<file path="src/ctc_pkg.sv">
`default_nettype none

package ctc_pkg;

  // screen geometry
  localparam int COLUMNS    = 80;
  localparam int ROWS       = 25;
  localparam int CELLS      = ROWS * COLUMNS;
  localparam int ADDR_W     = $clog2(CELLS);
  localparam int COPY_CELLS = (ROWS - 1) * COLUMNS;

  // field widths
  localparam int ROW_W  = 5;
  localparam int COL_W  = 7;
  localparam int CELL_W = 16;
  localparam int CHAR_W = 8;

  localparam logic [CHAR_W-1:0] NEWLINE_CODE = 8'd10;
  localparam logic [CELL_W-1:0] BLANK_CELL   = 16'h0720;
  localparam logic [7:0]        COLOUR_RESET = 8'h07;

  // register index of text_colour, taken from paddr[2]
  localparam logic REG_TEXT_COLOUR = 1'b0;

  typedef struct packed {
    logic [ROW_W-1:0] row;
    logic [COL_W-1:0] col;
    logic             scroll;
  } cursor_step_t;

  function automatic logic [ADDR_W-1:0] cell_addr(input logic [ROW_W-1:0] row,
                                                  input logic [COL_W-1:0] col);
    int lin;
    lin = int'(row) * COLUMNS + int'(col);
    return lin[ADDR_W-1:0];
  endfunction

endpackage

`default_nettype wire

</file>
<file path="src/ctc_cursor.sv">
`default_nettype none

module ctc_cursor (
  input  wire logic                       clk,
  input  wire logic                       rst,
  input  wire logic                       step,
  input  wire logic                       newline,
  output logic [ctc_pkg::ROW_W-1:0]       row,
  output logic [ctc_pkg::COL_W-1:0]       col,
  output logic [ctc_pkg::ADDR_W-1:0]      addr,
  output ctc_pkg::cursor_step_t           next
);

  logic [ctc_pkg::COL_W:0] col_inc;
  logic [ctc_pkg::ROW_W:0] row_inc;
  logic                    wrap;

  assign col_inc = {1'b0, col} + 1'b1;
  assign wrap    = newline || (col_inc == (ctc_pkg::COL_W+1)'(ctc_pkg::COLUMNS));
  assign row_inc = {1'b0, row} + 1'b1;
  assign addr    = ctc_pkg::cell_addr(row, col);

  always_comb begin
    next.scroll = 1'b0;
    next.row    = row;
    next.col    = col_inc[ctc_pkg::COL_W-1:0];
    if (wrap) begin
      next.col = '0;
      if (row_inc == (ctc_pkg::ROW_W+1)'(ctc_pkg::ROWS)) begin
        // past the bottom row: scroll and park at the bottom row
        next.scroll = 1'b1;
        next.row    = ctc_pkg::ROW_W'(ctc_pkg::ROWS - 1);
      end else begin
        next.row = row_inc[ctc_pkg::ROW_W-1:0];
      end
    end
  end

  always_ff @(posedge clk) begin
    if (rst) begin
      row <= '0;
      col <= '0;
    end else if (step) begin
      row <= next.row;
      col <= next.col;
    end
  end

endmodule

`default_nettype wire

</file>
<file path="config.mk">
export PLATFORM = sky130hd
export DESIGN_NAME = ctc_cursor
export DESIGN_NICKNAME = d
export VERILOG_FILES = /design/src/ctc_pkg.sv /design/src/ctc_cursor.sv
export SDC_FILE = /design/constraint.sdc
export NUM_CORES = 1
export LEC_CHECK = 0
export BUFFER_PORTS_ARGS = -buffer_cell sky130_fd_sc_hd__buf_2
export CAP_MARGIN = 40
export CORE_ASPECT_RATIO = 0.5
export CORE_MARGIN = 8
export CORE_UTILIZATION = 40
export DETAILED_ROUTE_END_ITERATION = 6
export HOLD_SLACK_MARGIN = 0.15
export PLACE_DENSITY_LB_ADDON = 0.1
export REMOVE_ABC_BUFFERS = 1
export SYNTH_ARGS = -nofsm -noshare
export SYNTH_HDL_FRONTEND = slang
export SYNTH_SLANG_ARGS = --single-unit
</file>
<file path="constraint.sdc">
create_clock -name clk -period 3.3 [get_ports clk]
set_input_delay 0.33 -clock clk [delete_from_list [all_inputs] [get_ports clk]]
set_output_delay 0.33 -clock clk [all_outputs]
set_load 0.01 [all_outputs]
</file>
# Yosys cells after proc, flatten, opt, wreduce, memory -nomap -nowiden
# Index checks and enable logic that the tools add are counted.
# totals
regBits,12
inputBits,4
out_inout_bits,36
# classes
add_sub_neg,3
n_mul,1
eq_ne,2
mux,3
reduce_logical,1
# op_table
op,count
two-way mux 13 bit,1
adder 11 x 7 -> 11 bit,1
"adder 7 x 1 -> 8 bit, second input constant",1
"== test 8 x 7 -> 1 bit, second input constant",1
"multiplier 5 x 3 -> 7 bit, second input constant",1
"adder 5 x 1 -> 6 bit, second input constant",1
"== test 6 x 5 -> 1 bit, second input constant",1
two-way mux 5 bit,1
logical OR 1 bit,1
two-way mux 1 bit,1

# Depth between registers and ports, before layout
# Gate-level depths: netlist (run 1).
# logic_depth
depth_word,4
mapped_depth,8
mapped_depth_nobuf,8

# Least setup slack after synthesis (run 1)
# Ideal clock, no wire load.
# synth_timing
path_kind,reg-to-output
start,register row[3] (netlist bit)
end,output port addr[10] (netlist bit)
t_arrival_ns,2.371
path_slack_ns,0.599
path_stages_with_launch,8
path_buffers,0
cell_sequence,dfxtp_1 > ha_1 > ha_1 > fa_1 > xnor2_1 > or3b_2 > xnor2_1 > xnor2_1
# synth_via
elab_chain_cells,2
# synth_lines
item,line,rtl
from (decl),ctc_cursor.sv:8,"output logic [ctc_pkg::ROW_W-1:0] row,"
from (signal assigned),ctc_cursor.sv:44,row <= next.row;
multiplier 5 x 3 -> 7 bit,ctc_pkg.sv:34,lin = int'(row) * COLUMNS + int'(col);
adder 11 x 7 -> 11 bit,ctc_pkg.sv:34,
to (decl),ctc_cursor.sv:10,"output logic [ctc_pkg::ADDR_W-1:0] addr,"
# No other way between the ends.

# Final worst setup path (run 1)
# Same ends and word-level chain as after synthesis.

==> metrics.md, run 1 <==
| Metric | Value |
|---|---|
| Status | `finished, final reports clean` |
| GRT overflow | `0` |
| Reg2Reg Depth | `5` |
| Reg2Reg Capture Point | `row[1]` |
| Tightest Pin Transition | `0.5353 ns` |
| Cts bufs inserted | `3` |
| Max-slew violations | `0` |
| Dpl cells | `227` |
| WL final | `3.229 mm` |
| # resized after CTS | `0` |
| Share of flip-flops with an asynchronous set or reset | `0%` |
| Routability congestion estimate | `0.7746` |
| Final Setup Violations | `0` |
| Tot Pwr | `0.3771 mW` |
| Worst Hold Path EP | `col[5]` |
| Min Clock Period, post-route | `3.094 ns` |
| Vert. Die Dim | `55.49 um` |
| Setup TNS | `0 ns` |
| Clock Latency Late Sink | `0.25 ns` |
| Origin of the critical flop-to-flop path | `col[2]` |
| Flop-to-flop setup slack | `1.12 ns` |
| Fin util | `50.17%` |
| Hpwl dp | `2.394 mm` |
| Die W | `94.98 um` |
| Leak | `0.7655 nW` |
| Post-Layout Cell Count | `231` |
| Worst Skew | `0.004897 ns` |
| DRC viols | `0` |
| Synthesized cell area | `1247 sq um` |
| Rel. slew slack | `64.30%` |
| Clock Tree Root | `clkbuf_8` |
| PwrDens | `250.9 nW/um^2` |
| Post-route clock period utilization | `93.77%` |
| First-pass GRT wire length | `5.347 mm` |
| Clk pin slew, worst setup/hold paths | `0.06 ns` |
| Fmax | `323.2 MHz` |
| Worst Hold Depth | `2` |
| Worst Path Required | `2.97 ns` |
| Worst hold start | `rst` |
| Hold-fix buffers, CTS | `0` |
| Via Count | `1,154` |
| Seq/Total Area, Yosys | `19.26%` |
| CTS Sinks | `12` |
| Total core area | `2995 sq um` |
| WP data arrival | `2.76 ns` |
| Gate Count Post-Synth | `157` |
| HP Class | `in -> reg` |
| Number of synthesized flops with an enable pin | `0` |
| Peak VDD IR | `0.1195 mV` |
| FP Rows | `14` |
| Largest net degree at the start of global routing | `18` |
| NumNets Final | `210` |
| Max FO, Critical Path | `10` |
| I/O Buffers | `39` |
| CP Launch Type | `flip-flop` |
| Initial Util | `41.65%` |
| Post-Syn Area per Cell | `7.946 sq um` |
| Share of layout cells above drive strength 1 | `28.27%` |
| Maximum capacitance violations | `0` |
| 1st-iter DRT viols | `58` |
| Commonest non-fill, non-tap cell in the layout | `buf_2` |
| Area Overhead vs Synth | `20.46%` |
| Setup bufs post-CTS | `0` |
| Clk buf depth | `2` |
| Hold Slack | `0.4501 ns` |
| Commonest cells after routing, fill and taps aside | `39 x buf_2, 20 x nor2_1, 13 x a21oi_1, 12 x ha_1, 12 x dfxtp_1` |
| Die area | `5270 sq um` |
| Antenna-violating nets left | `0` |
| WS Path Type | `reg -> out` |
| Fin. Hold Viols | `0` |
| Mean number of vias per cell | `4.996` |
| CTS tree | `yes` |
| RSZ-0062 raised after global routing | `no` |
| # IOs | `40` |
| Wire per inst | `13.98 um` |
| Storage cell area | `240.2 sq um` |
| Vias in the first global route | `1,105` |
| First drt pass iteration count | `4` |
| Area occupied by multi-input gates | `913.4 sq um` |
| Yosys reg bits | `12` |
| Fillers | `308` |
| Antenna violations before repair | `0` |
| # diodes | `0` |
| All-Layer GR Usage | `12.62%` |
| Crit path capture type | `output port` |
| Netlist cell types | `40` |
| Most used DFF post-synth | `dfxtp_1` |
| Yosys warns | `0` |
| H-tree levels | `1` |
[layout make-up]
cell class	count	area share, %
multi-input combinational	126	60.78
clock buffer	4	3.664
timing repair buffer	42	14.49
tap	40	3.331
sequential	12	15.99
inverter	7	1.749
[report_power, final]
group,internal (mW),switching (mW),total [mW]
sequential,0.147,0.00291,0.150
combinational,0.0238,0.0338,0.0576
clock,0.106,0.0634,0.169
[per-layer routing]
| layer | share of wire (%) | routed length (um) | GRT usage (%) |
|---|---|---|---|
| met1 | 48 | 1547 | 15.67 |
| met2 | 45 | 1442 | 19.78 |
| met3 | 6.8 | 218 | 4.441 |
| met4 | 0.65 | 21 | 3.965 |
| met5 | 0 | 0 | 0 |
[critical path, stage by stage (launching register included)]
cell and delay [ns]:
dfxtp_1 0.50, ha_1 0.30, ha_1 0.23, fa_1 0.38, xnor2_1 0.16, or3b_2 0.48, xnor2_1 0.19, xnor2_1 0.14
buf_2 0.15
[kinds of logic after synthesis]
family | count (synthesis) | synth area share (%)
adders and majority gates | 14 | 15.25
AOI/OAI and AO/OA | 28 | 14.04
and+or+nand+nor | 63 | 27.88
DFF | 12 | 19.26
buffers and inverters | 19 | 7.523
muxes | 8 | 6.921
xor gates and xnor gates | 13 | 9.127
[Yosys cell counts, types with 2 or more instances]
cell	number	area (sq um)
o21ai_0	3	15.01
nand2b_1	7	43.79
nand4b_1	3	26.28
a21boi_0	2	15.01
o211ai_1	2	15.01
and2_1	2	12.51
a21oi_1	13	65.06
nand4_1	4	25.02
nor2b_1	4	25.02
a21o_1	2	15.01
ha_1	12	150.1
xnor2_1	10	87.58
and3_1	3	18.77
clkbuf_1	7	26.28
buf_4	4	30.03
dfxtp_1	12	240.2
nand3_1	3	15.01
fa_1	2	40.04
mux2i_1	3	30.03
nor2_1	20	75.07
nand2_1	8	30.03
inv_1	7	26.28
xor2_1	3	26.28
mux2_2	5	56.30
[per-stage QoR]
stage	setup slack [ns]	cell area [sq um]
2_1_floorplan	0.5993	1180
3_3_place_gp	0.5126	1448
3_5_place_dp	0.4712	1448
4_1_cts	0.1846	1503
5_1_grt	0.02205	1503
6_report	0.2057	1503
[how the worst max path moves through the flow]
stage | from | end | slack (ns) | cells after the start
after floorplan | row[3] | addr[10] | 0.60 | 7
after global placement | row[3] | addr[10] | 0.51 | 8
after detailed placement | row[3] | addr[10] | 0.47 | 8
after CTS | row[3] | addr[10] | 0.18 | 8
after global routing | row[3] | addr[10] | 0.02 | 8
final | row[3] | addr[10] | 0.21 | 8
[registers in the layout (all words and copies together), names as in the netlist]
signal and count:
col 7, row 5
Note: power is estimated with default switching activity, not from simulation.
==> run 2: changes to the inputs <==
- clock period: 3.3 -> 2.9 ns (I/O delays scaled with it)
==> metrics.md, run 2 (synthesis results as in run 1) <==
| Metric | Value |
|---|---|
| WL final | `3.282 mm` |
| Vert. Die Dim | `55.49 um` |
| Final Setup Violations | `0` |
| Critical path's slowest cell | `or3b_4` |
| Area Overhead vs Synth | `24.27%` |
| First drt pass iteration count | `4` |
| Clk buf depth | `2` |
| Hold Slack | `0.4242 ns` |
| # IOs | `40` |
| All-Layer GR Usage | `12.64%` |
| Routability congestion estimate | `0.7570` |
| CTS Sinks | `12` |
| Initial Util | `41.65%` |
| Largest net degree at the start of global routing | `18` |
| Reg2Reg Depth | `6` |
| Antenna-violating nets left | `0` |
| Crit-path leading delay family | `adder cells` |
| Setup bufs post-CTS | `0` |
| Via Count | `1,197` |
| Largest register FFs | `7` |
| CP Launch Type | `flip-flop` |
| Worst Hold Depth | `2` |
| 1st-iter DRT viols | `28` |
| DRC viols | `0` |
| Vias in the first global route | `1,160` |
| Biggest register | `col` |
| Peak VDD IR | `0.1476 mV` |
| CP Cell Sequence | `ha_1, ha_1, fa_1, xnor2_1, or3b_4, xnor2_2, xnor2_1, buf_2` |
| WS Path Type | `reg -> out` |
| Die area | `5270 sq um` |
| Setup TNS | `0 ns` |
| Worst Path Required | `2.61 ns` |
| DR top layer | `met4` |
| HP Class | `in -> reg` |
| # diodes | `0` |
| Post-Route M1 WL | `1.645 mm` |
| Clock Tree Root | `clkbuf_8` |
| I/O Buffers | `39` |
| CTS tree | `yes` |
| Total core area | `2995 sq um` |
| Clock Latency Late Sink | `0.25 ns` |
| Max FO, Critical Path | `2` |
| Fillers | `300` |
| Placed inst area | `1485 sq um` |
| Tightest Pin Transition | `0.4647 ns` |
| Share of layout cells above drive strength 1 | `30.61%` |
| WP data arrival | `2.46 ns` |
| Maximum capacitance violations | `0` |
| GRT overflow | `0` |
| Mean number of vias per cell | `5.072` |
| PwrDens | `275.0 nW/um^2` |
| CP peak stage delay | `0.42 ns` |
| Cts bufs inserted | `3` |
| Antenna violations before repair | `0` |
| Routed wl met2 | `1.442 mm` |
| RSZ-0062 raised after global routing | `no` |
| Min Clock Period, post-route | `2.746 ns` |
| Fin. Hold Viols | `0` |
| WP depth | `8` |
| Post-Layout Cell Count | `236` |
| H-tree levels | `1` |
| Commonest non-fill, non-tap cell in the layout | `buf_2` |
| Rel. slew slack | `68.98%` |
| Wire per inst | `13.91 um` |
| Die W | `94.98 um` |
| Worst Skew | `0.008451 ns` |
| Fmax | `364.2 MHz` |
| FP Rows | `14` |
| Max-slew violations | `0` |
| Dpl cells | `232` |
| First-pass GRT wire length | `5.485 mm` |
| Leak | `0.7972 nW` |
| Clk pin slew, worst setup/hold paths | `0.06 ns` |
| Commonest cells after routing, fill and taps aside | `39 x buf_2, 20 x nor2_1, 13 x a21oi_1, 12 x ha_1, 12 x dfxtp_1` |
| Status | `finished, final reports clean` |
| Biggest regs | `col: 7 flops, row: 5 flops` |
| Hpwl dp | `2.449 mm` |
| Buf+Inv Stages, Crit Path | `1` |
| DR WL met3 | `169 um` |
| NumNets Final | `215` |
| Post-route clock period utilization | `94.68%` |
| Crit path capture type | `output port` |
| Final instance area | `1550 sq um` |
run 2: changes by cell type in the layout (fill, tap and decap cells not counted):
cell     before  now
or3b_4        0    1
or3b_2        1    0
xnor2_1      10    9
buf_4         3    8
xnor2_2       0    1
run 2: power by group:
group          internal (mW)  leakage (nW)  switching [mW]
Combinational         0.0273         0.671          0.0386
Clock                  0.120        0.0288          0.0687
Sequential             0.168        0.0971         0.00382
Total                  0.315         0.797           0.111
run 2: layer usage:
metal  track usage, %  vias up
met5                0        -
met4            3.304        0
met3            3.634        2
met2            20.37       20
met1            15.96      559
li1                 -      616
run 2: worst reg2reg max path, stage by stage, from the launching register on:
cell and delay, ns:
dfxtp_1 0.38, and3_4 0.23, a311o_1 0.35, a221o_1 0.44, buf_4 0.22, a21boi_0 0.33
mux2i_1 0.23
run 2: final timing paths:
kind,startpoint,end,slack [ns]
worst max-delay path,row[1],addr[10],0.15
worst min register to register,col[6],col[6],0.55
worst max register to register,col[2],row[1],0.65
worst min-delay path,rst,col[3],0.42
run 2: through the flow:
stage,setup WS (ns),util [%],total power [mW]
after floorplan,0.2393,-,0.2109
after global placement,0.3392,49.58,0.2406
after detailed placement,0.3160,49.58,0.2410
after CTS,0.03502,51.42,0.4331
after global routing,0.01688,51.75,0.4504
final,0.1544,51.75,0.4264
run 2: area by class of cell:
type | count | area [sq um] | share of cell area [%]
inverters | 7 | 26.28 | 1.695
clock buffers | 4 | 55.05 | 3.551
repair buffers | 47 | 255.2 | 16.46
well taps | 40 | 50.05 | 3.228
flip-flops and latches | 12 | 240.2 | 15.50
multi-input cells | 126 | 923.4 | 59.56
run 2: timing repair:
item | in CTS | in global routing
hold buffers | 0 | 0
setup endpoints to repair | 0 | 1
gates resized for setup | 0 | 2
